**config.mk**
```make
export PLATFORM = sky130hd
export DESIGN_NAME = ethernet_vlan_header_parser_top
export DESIGN_NICKNAME = d
export VERILOG_FILES = /design/src/hw/rtl/evhp_pkg.sv /design/src/hw/rtl/evhp_parse.sv /design/src/hw/rtl/evhp_outbuf.sv /design/src/hw/rtl/ethernet_vlan_header_parser_top.sv
export SDC_FILE = /design/constraint.sdc
export NUM_CORES = 1
export LEC_CHECK = 0
export BUFFER_PORTS_ARGS = -buffer_cell sky130_fd_sc_hd__buf_2
export CAP_MARGIN = 30
export CORE_ASPECT_RATIO = 0.75
export CORE_MARGIN = 2
export CORE_UTILIZATION = 60
export CTS_CLUSTER_SIZE = 20
export DETAILED_ROUTE_END_ITERATION = 12
export PLACE_DENSITY = 0.83
export SLEW_MARGIN = 25
export SYNTH_ARGS = -nofsm -noshare
export SYNTH_HDL_FRONTEND = slang
export SYNTH_SLANG_ARGS = --single-unit
```
**constraint.sdc**
```tcl
create_clock -name i_clk -period 18.8 [get_ports i_clk]
set_input_delay 3.76 -clock i_clk [delete_from_list [all_inputs] [get_ports i_clk]]
set_output_delay 3.76 -clock i_clk [all_outputs]
set_load 0.01 [all_outputs]
```
**src/hw/rtl/evhp_pkg.sv**
```systemverilog
package evhp_pkg;

    localparam int MaxVlanTags = 2;
    localparam int DestEnd     = 6;
    localparam int SrcEnd      = 12;
    localparam int EthHdrLen   = 14;

    localparam logic [15:0] TYPE_8021Q  = 16'h8100;
    localparam logic [15:0] TYPE_8021AD = 16'h88A8;
    localparam logic [11:0] VID_MASK    = 12'hFFF;

    typedef struct packed {
        logic [47:0] dest_mac;
        logic [47:0] src_mac;
        logic [15:0] ether_type;
        logic [1:0]  tag_count;
        logic [11:0] outer_vid;
        logic [11:0] inner_vid;
        logic [4:0]  header_bytes;
        logic        truncated;
    } t_result;

    function automatic logic is_vlan_type(input logic [15:0] t);
        return (t == TYPE_8021Q) || (t == TYPE_8021AD);
    endfunction

endpackage

```
**src/hw/rtl/evhp_parse.sv**
```systemverilog
module evhp_parse #(
    parameter int MAX_VLAN_TAGS = evhp_pkg::MaxVlanTags
) (
    input  logic              i_clk,
    input  logic              i_rst_n,
    input  logic              i_acc,
    input  logic [7:0]        i_data_byte,
    input  logic              i_last_byte,
    output logic              o_push,
    output evhp_pkg::t_result o_result
);
    import evhp_pkg::*;

    logic [4:0]  r_byte_index, n_byte_index;
    logic        r_header_done, n_header_done;
    logic [47:0] r_dest_shift, n_dest_shift;
    logic [47:0] r_src_shift, n_src_shift;
    logic [15:0] r_type_shift, n_type_shift;
    logic [15:0] r_tci_shift, n_tci_shift;
    logic [1:0]  r_tags_seen, n_tags_seen;
    logic [11:0] r_vid_store [2];
    logic [11:0] n_vid_store [2];
    logic [7:0]  r_type_hi, n_type_hi;

    logic [1:0]  pos;
    logic        boundary;
    logic        done_now;
    logic        emit;
    logic        trunc;

    always_comb begin
        n_byte_index  = r_byte_index;
        n_header_done = r_header_done;
        n_dest_shift  = r_dest_shift;
        n_src_shift   = r_src_shift;
        n_type_shift  = r_type_shift;
        n_tci_shift   = r_tci_shift;
        n_tags_seen   = r_tags_seen;
        n_vid_store   = r_vid_store;
        n_type_hi     = r_type_hi;
        pos           = 2'(r_byte_index - 5'(EthHdrLen));
        boundary      = 1'b0;
        done_now      = 1'b0;
        emit          = 1'b0;
        trunc         = 1'b0;
        if (!r_header_done) begin
            if (r_byte_index < 5'(DestEnd)) begin
                n_dest_shift = {r_dest_shift[39:0], i_data_byte};
            end else if (r_byte_index < 5'(SrcEnd)) begin
                n_src_shift = {r_src_shift[39:0], i_data_byte};
            end else if (r_byte_index < 5'(EthHdrLen)) begin
                n_type_shift = {r_type_shift[7:0], i_data_byte};
            end else begin
                case (pos)
                    2'd0, 2'd1: n_tci_shift = {r_tci_shift[7:0], i_data_byte};
                    2'd2:       n_type_hi = i_data_byte;
                    default: begin
                        n_type_shift = {r_type_hi, i_data_byte};
                        n_vid_store[r_tags_seen[0]] = r_tci_shift[11:0] & VID_MASK;
                        n_tags_seen = r_tags_seen + 2'd1;
                    end
                endcase
            end
            n_byte_index = r_byte_index + 5'd1;
            boundary = (n_byte_index >= 5'(EthHdrLen)) &&
                       (2'(n_byte_index - 5'(EthHdrLen)) == 2'd0);
            done_now = boundary && (!is_vlan_type(n_type_shift) ||
                                    (n_tags_seen >= 2'(MAX_VLAN_TAGS)));
            n_header_done = done_now;
            emit  = done_now || i_last_byte;
            trunc = !done_now && (n_byte_index < 5'(EthHdrLen));
        end
    end

    always_comb begin
        o_result = '0;
        if (trunc) begin
            o_result.truncated = 1'b1;
        end else begin
            o_result.dest_mac     = n_dest_shift;
            o_result.src_mac      = n_src_shift;
            o_result.ether_type   = n_type_shift;
            o_result.tag_count    = n_tags_seen;
            o_result.outer_vid    = (n_tags_seen >= 2'd1) ? n_vid_store[0] : 12'd0;
            o_result.inner_vid    = (n_tags_seen >= 2'd2) ? n_vid_store[1] : 12'd0;
            o_result.header_bytes = 5'(EthHdrLen) + {1'b0, n_tags_seen, 2'b00};
        end
    end

    assign o_push = i_acc && emit;

    always_ff @(posedge i_clk) begin
        if (!i_rst_n || (i_acc && i_last_byte)) begin
            r_byte_index   <= '0;
            r_header_done  <= 1'b0;
            r_dest_shift   <= '0;
            r_src_shift    <= '0;
            r_type_shift   <= '0;
            r_tci_shift    <= '0;
            r_tags_seen    <= '0;
            r_vid_store[0] <= '0;
            r_vid_store[1] <= '0;
            r_type_hi      <= '0;
        end else if (i_acc) begin
            r_byte_index  <= n_byte_index;
            r_header_done <= n_header_done;
            r_dest_shift  <= n_dest_shift;
            r_src_shift   <= n_src_shift;
            r_type_shift  <= n_type_shift;
            r_tci_shift   <= n_tci_shift;
            r_tags_seen   <= n_tags_seen;
            r_vid_store   <= n_vid_store;
            r_type_hi     <= n_type_hi;
        end
    end

endmodule

```
**src/hw/rtl/evhp_outbuf.sv**
```systemverilog
module evhp_outbuf (
    input  logic              i_clk,
    input  logic              i_rst_n,
    input  logic              i_push,
    input  evhp_pkg::t_result i_result,
    input  logic              i_stall,
    output logic              o_full,
    output logic              o_valid,
    output evhp_pkg::t_result o_result
);
    import evhp_pkg::*;

    logic    r_out_valid;
    logic    r_skid_valid;
    t_result r_out;
    t_result r_skid;
    logic    pop;

    assign pop = r_out_valid && !i_stall;

    always_ff @(posedge i_clk) begin
        if (!i_rst_n) begin
            r_out_valid  <= 1'b0;
            r_skid_valid <= 1'b0;
        end else if (!r_out_valid || pop) begin
            r_out_valid  <= r_skid_valid || i_push;
            r_skid_valid <= 1'b0;
        end else if (i_push) begin
            r_skid_valid <= 1'b1;
        end
    end

    always_ff @(posedge i_clk) begin
        if (!r_out_valid || pop) begin
            r_out <= r_skid_valid ? r_skid : i_result;
        end else if (i_push) begin
            r_skid <= i_result;
        end
    end

    assign o_full   = r_skid_valid;
    assign o_valid  = r_out_valid;
    assign o_result = r_out;

endmodule

```
**src/hw/rtl/ethernet_vlan_header_parser_top.sv**
```systemverilog
// Ethernet header parser with 802.1Q / 802.1ad tag skipping.
// Input channel: i_valid / o_stall carry one packet byte per transaction
// (i_data_byte, i_last_byte marks the final byte). Output channel:
// o_valid / i_stall carry one header record per packet.
// A record is produced for the byte that completes the header (EtherType
// not a tag type, or tag limit reached) or for the last byte if the header
// was still open; o_truncated is set, with all other fields zero, when the
// packet ended before 14 bytes. Bytes after a complete header are dropped
// until the last byte, which rearms the parser.
// Throughput: one byte per cycle while o_stall is low. Each record is
// registered in the output register, or in the skid stage if that is busy.
// Reset (synchronous, i_rst_n low) clears the parse state and empties the
// output register and its one-entry skid stage.
// When the receiver stalls, the output register holds its record and one
// more record may land in the skid stage; o_stall then rises and holds
// until the output register drains.
module ethernet_vlan_header_parser_top #(
    parameter int MAX_VLAN_TAGS = evhp_pkg::MaxVlanTags
) (
    input  logic        i_clk,
    input  logic        i_rst_n,
    input  logic        i_valid,
    output logic        o_stall,
    input  logic [7:0]  i_data_byte,
    input  logic        i_last_byte,
    output logic        o_valid,
    input  logic        i_stall,
    output logic [47:0] o_dest_mac,
    output logic [47:0] o_src_mac,
    output logic [15:0] o_ether_type,
    output logic [1:0]  o_tag_count,
    output logic [11:0] o_outer_vid,
    output logic [11:0] o_inner_vid,
    output logic [4:0]  o_header_bytes,
    output logic        o_truncated
);
    import evhp_pkg::*;

    logic    acc;
    logic    push;
    logic    full;
    t_result res_in;
    t_result res_out;

    assign o_stall = full;
    assign acc     = i_valid && !full;

    evhp_parse #(
        .MAX_VLAN_TAGS(MAX_VLAN_TAGS)
    ) u_parse (
        .i_clk      (i_clk),
        .i_rst_n    (i_rst_n),
        .i_acc      (acc),
        .i_data_byte(i_data_byte),
        .i_last_byte(i_last_byte),
        .o_push     (push),
        .o_result   (res_in)
    );

    evhp_outbuf u_outbuf (
        .i_clk   (i_clk),
        .i_rst_n (i_rst_n),
        .i_push  (push),
        .i_result(res_in),
        .i_stall (i_stall),
        .o_full  (full),
        .o_valid (o_valid),
        .o_result(res_out)
    );

    assign o_dest_mac     = res_out.dest_mac;
    assign o_src_mac      = res_out.src_mac;
    assign o_ether_type   = res_out.ether_type;
    assign o_tag_count    = res_out.tag_count;
    assign o_outer_vid    = res_out.outer_vid;
    assign o_inner_vid    = res_out.inner_vid;
    assign o_header_bytes = res_out.header_bytes;
    assign o_truncated    = res_out.truncated;

endmodule

```
==> results of run 1 <==
## report_power, final
group | switching [uW] | total (uW) | internal, uW
Clock | 364 | 846 | 483
Combinational | 40.8 | 56.3 | 15.5
Sequential | 7.95 | 1070 | 1060
Total | 412 | 1970 | 1560
## placed cells by master, fill, tap and decap left out, types with 5 or more instances in the layout
cell type  count
mux2i_1      145
clkbuf_16     45
ha_1           5
a21oi_1      152
nand3_1       12
xor2_1         5
nand2_1      434
o21ai_0        6
inv_1          6
nor2_1       153
dfxtp_1      165
o31ai_1      128
buf_2        157
o41ai_1       13
edfxtp_1     286
clkinv_1       9
o22ai_1        7
nor3_1        28
buf_4         19
clkbuf_1      13
## worst paths after layout
kind	start	endpoint	cells after the start
setup / recovery	i_data_byte[0]	u_outbuf.o_result[81]	9
hold / removal	u_parse.r_src_shift[43]	u_parse.r_src_shift[43]	2
setup reg to reg	u_parse.r_byte_index[1]	u_outbuf.o_result[81]	11
hold reg to reg	u_parse.r_src_shift[43]	u_parse.r_src_shift[43]	2
## per-layer routing
layer	vias up	wire length, um	part of all wire [%]
li1	6462	-	-
met4	0	1130	2.5
met2	536	20800	46
met5	-	0	0
met1	6801	20400	45
met3	77	3170	7.0
## state kept, by name, indices dropped and copies added (netlist names), 2 cells and up
name	flops
u_parse.r_vid_store	24
u_parse.r_byte_index	5
u_parse.r_src_shift	48
u_outbuf.r_skid	143
u_parse.r_type_hi	8
u_parse.r_tci_shift	12
u_parse.r_dest_shift	48
u_outbuf.o_result	143
u_parse.r_type_shift	16
u_parse.r_tags_seen	2
## per-stage QoR
| step | utilization [%] | hold slack, ns | instance area (sq um) | cells |
|---|---|---|---|---|
| global placement | 63.7 | 0.441 | 19900 | 2205 |
| global route | 68.5 | 0.474 | 21400 | 2289 |
| floorplan | - | 0.436 | 19100 | 1768 |
| CTS | 68.3 | 0.454 | 21400 | 2287 |
| detailed placement | 64.0 | 0.446 | 20000 | 2209 |
| finish | 68.5 | 0.452 | 21400 | 2289 |
## final cells by class
class,instances,area [sq um],area share (%)
inverter,7,26.3,0.123
clock inverter,16,134,0.625
timing repair buffer,183,1080,5.05
sequential,452,11900,55.6
tap,406,508,2.37
clock buffer,62,1230,5.74
multi-input combinational,1163,6520,30.4
## cells by family after synthesis
group,share of synthesized area [%]
buffers and inverters,3.68
DFF,62.5
xor gates and xnor gates,0.368
adders and majority gates,0.328
AOI/OAI and AO/OA,11.6
and+or+nand+nor,13.8
other,0.0197
muxes,7.73
## worst reg2reg max path, stage by stage, from the launching register on
cell and delay [ns]:
dfxtp_1 0.79, inv_1 0.23, ha_1 0.45, o21bai_1 0.34, and2_1 0.36, o221ai_1 0.47, mux2_2 0.27, or4b_1 0.52
a21oi_4 0.20, buf_4 0.71, buf_4 0.70, o31ai_1 0.21
==> results.yml, run 1 <==
cts:
  clkLatencyLatePin_ns: 0.56
  cts.htree.levels: 2
  cts_buffer_depth: 3
  cts-root-buf: "clkbuf_16"
  tritoncts: "yes"
  clk_pin_slew_worst_paths_ns: 0.06
  hold_buffers: 0
  cts_setup_buffers: 0
  ctsResizeCount: 0
  cts.sinks: 452
  cts_buffers: 43
drt:
  drc: 0
  postRouteWirelength_um: 45500
  first_pass_iters: 5
  initialDrtViolationCount: 1533
  ant_nets: 0
  wire_per_inst_um: 19.9
  via_per_inst: 6.06
  num_vias: 13900
synthesis:
  yosysMostFrequentCell: "nand2_1"
  synth_nets: 1786
  async_reset_ff_share_pct: 0
  synthTopCellsByCount: "nand2_1, edfxtp_1, dfxtp_1"
  yosysTopAreaCell: "edfxtp_1"
  synth_top_area_share_pct: 45.1
  syn_area_sq_um: 19100
  synth-edff-count: 286
  yosys_register_bits: 452
  postSynthAreaPerCell_sq_um: 10.8
  synth_area_leaders: "edfxtp_1, dfxtp_1, nand2_1"
  ys_warn_count: 0
  synth_cells: 1768
  yosysUniqueCellTypes: 55
  synthFlopType: "edfxtp_1"
  ys_seq_area_share_pct: 62.5
global_route:
  met2_usage_pct: 41.1
  grt_pass1_wl_um: 69800
  use_met1_pct: 39.9
  grt-busiest-layer: "met2"
  grt.total_usage_pct: 26.7
  first_global_vias: 12600
  antenna_found_initial: 0
  grt_overflow: 0
  grt_max_degree: 116
  grt.met3_usage_pct: 3.53
die:
  core_area_sq_um: 31300
  start_util_pct: 61.0
  ios: 159
  fp.dieH_um: 158
  core.rowCount: 56
  dieArea_sq_um: 33200
  die_w_um: 210
critical_path:
  slowest_stage: "buf_4"
  rrSetupSlack_ns: 13.26
  cp-end-kind: "flip-flop"
  critPathLaunchType: "input port"
  crit_buf_inv: 3
  cp_top_family: "buffers and inverters"
  cp.required_ns: 19.07
  arrival_ns: 7.08
  cp_cell_sequence: "buf_2, nor4_1, o221a_2, o211ai_1, or4b_1, a21oi_4, buf_4, buf_4, o31ai_1"
  critPathMaxFanout: 94
  slowest_delay_ns: 0.71
  crit_type: "in2reg"
  cp_common_cell: "buf_4"
sta:
  finalSetupTns_ns: 0
  setup_viol: 0
  layout_min_cycle_time_ns: 6.82
  worstMarginPinSlew_ns: 0.939
  setup_slack_ns: 11.98
  fin_skew_ns: 0.0266
  slew_viol_final: 0
  timing.fmax_mhz: 147
  finalCritPeriodShare_pct: 36.3
  rsz0062_at_grt: "no"
  hold_violations: 0
  max_slew_margin_pct: 37.4
run:
  drv_cap: 0
hold_path:
  hp-class: "reg2reg"
placed_design:
  portBuffers: 157
  dpl.hpwl_um: 28700
  gp_congestion: 0.969
  post-place-ws_ns: 11.50
status:
  outcome: "complete, no violations"
pwr:
  powerDensity_nw_per_um2: 92.0
  max-vdd-ir-drop_mv: 0.0628
  p_leak_uw: 0.00785
  p_total_uw: 1970
cells_and_area:
  fillCellCount: 2233
  diodes: 0
  syn_to_final_growth_pct: 12.3
  drive_above_1_share_pct: 13.8
  nets: 1868
(Power assumes the default switching activity.)
==> run 2: changes to the inputs <==
- clock period: 18.8 -> 6.84 ns (I/O delays scaled with it)
==> run 2 against run 1 <==
Compared with the run above:
- non-clock buffer count is 7 lower
- clock power grew to 2.9 times the previous value
- register-to-register slack worse by 11 ns
- sequential share of layout area hardly changed
- global-route usage is 0.20 points higher
- largest cell class unchanged
==> results.yml, run 2 (synthesis results as in run 1) <==
pwr:
  internal_power_uw: 4390
  power_frac_clock_pct: 44.4
  p_sw_share_pct: 20.9
  p_seq_share_pct: 52.9
  p_comb_share_pct: 2.7
  powerDensity_nw_per_um2: 259
  power.switching_uw: 1160
  max-vdd-ir-drop_mv: 0.169
  p_leak_uw: 0.00785
critical_path:
  cp-end-kind: "flip-flop"
  critPathMaxFanout: 42
  cp.required_ns: 7.03
  critPathLaunchType: "flip-flop"
  crit_type: "reg2reg"
  arrival_ns: 5.10
  rrSetupSlack_ns: 1.93
die:
  ios: 159
  fp.dieH_um: 158
  dieArea_sq_um: 33200
  core.rowCount: 56
  die_w_um: 210
  core_area_sq_um: 31300
  start_util_pct: 61.0
cts:
  hold_buffers: 0
  cts_buffers: 43
  cts.sinks: 452
  cts_setup_buffers: 0
  cts-root-buf: "clkbuf_16"
  clk_pin_slew_worst_paths_ns: 0.06
  tritoncts: "yes"
  cts.htree.levels: 2
  ctsResizeCount: 0
  clkLatencyLatePin_ns: 0.56
  cts_buffer_depth: 3
placed_design:
  post-place-ws_ns: 1.99
  placed_area_sq_um: 19900
  dpl.hpwl_um: 28000
  portBuffers: 157
  gp_congestion: 0.855
cells_and_area:
  syn_to_final_growth_pct: 12.4
  regArea_sq_um: 11900
  multi_input_comb_area_sq_um: 6530
  nets: 1861
  drive_above_1_share_pct: 14.2
  fin_area_sq_um: 21400
  fin_util_pct: 68.6
  final_common_cell: "nand2_1"
  final_cell_mix: "nand2_1, edfxtp_1, dfxtp_1"
  fillCellCount: 2226
sta:
  rsz0062_at_grt: "no"
  setup_viol: 0
  fin_skew_ns: 0.0163
  timing.fmax_mhz: 204
  finalSetupTns_ns: 0
  max_slew_margin_pct: 35.7
  setup_slack_ns: 1.93
  hold_violations: 0
  finalCritPeriodShare_pct: 71.8
  worstMarginPinSlew_ns: 0.963
  holdWs_ns: 0.454
  layout_min_cycle_time_ns: 4.91
  slew_viol_final: 0
global_route:
  grt_pass1_wl_um: 70500
  antenna_found_initial: 1
  grt_max_degree: 169
  grt.total_usage_pct: 26.9
  grt_overflow: 0
  first_global_vias: 12700
drt:
  initialDrtViolationCount: 1538
  drc: 0
  ant_nets: 0
  postRouteWirelength_um: 45900
  wire_per_inst_um: 20.1
  first_pass_iters: 6
  num_vias: 13700
  via_per_inst: 6.01
run:
  drv_cap: 0
hold_path:
  hp-class: "reg2reg"
status:
  outcome: "complete, no violations"
==> run 2: layer usage <==
metal  wire length, um  part of all wire [%]  track usage (%)
met5                 0                     0                0
met4              1110                   2.4             8.21
met3              3180                   6.9             4.18
met2             21200                    46             42.2
met1             20400                    44             39.1
==> run 2: cell type report <==
type	instances	area share, %
Sequential cell	452	55.6
Multi-Input combinational cell	1163	30.5
Clock buffer	62	6.04
Timing Repair Buffer	176	4.53
Tap cell	406	2.37
Clock inverter	18	0.841
Inverter	7	0.123
Antenna cell	1	0.0117
==> run 2: path summary, 6_finish.rpt <==
path                           startpoint                      end  cells past startpoint
setup reg to reg  u_parse.r_byte_index[1]      u_outbuf.r_skid[51]                     10
hold reg to reg   u_parse.r_src_shift[44]  u_parse.r_src_shift[44]                      2
hold / removal    u_parse.r_src_shift[44]  u_parse.r_src_shift[44]                      2
setup / recovery  u_parse.r_byte_index[1]      u_outbuf.r_skid[51]                     10
==> run 2: power by group through the flow <==
stage                     Clock, uW  Combinational (uW)  Sequential (uW)
after CTS                      2490                 152             2940
after global placement            0                 149             2990
after detailed placement          0                 152             2990
after global routing           2600                 164             2940
after floorplan                   0                71.9             3010
final                          2460                 152             2940
==> run 2: per-stage QoR <==
step                total power [uW]  cells
floorplan                       3080   1768
global placement                3140   2203
detailed placement              3150   2203
CTS                             5580   2283
global route                    5700   2285
finish                          5550   2285
==> run 2: critical path: stages, from the launching register on <==
cell and delay [ns]:
dfxtp_1 0.83, inv_1 0.19, ha_1 0.43, o21bai_1 0.31, and2_1 0.35, o221ai_1 0.34, mux2_2 0.40, nand2_1 0.06
o221ai_1 0.18, nor2_4 0.77, buf_4 0.63
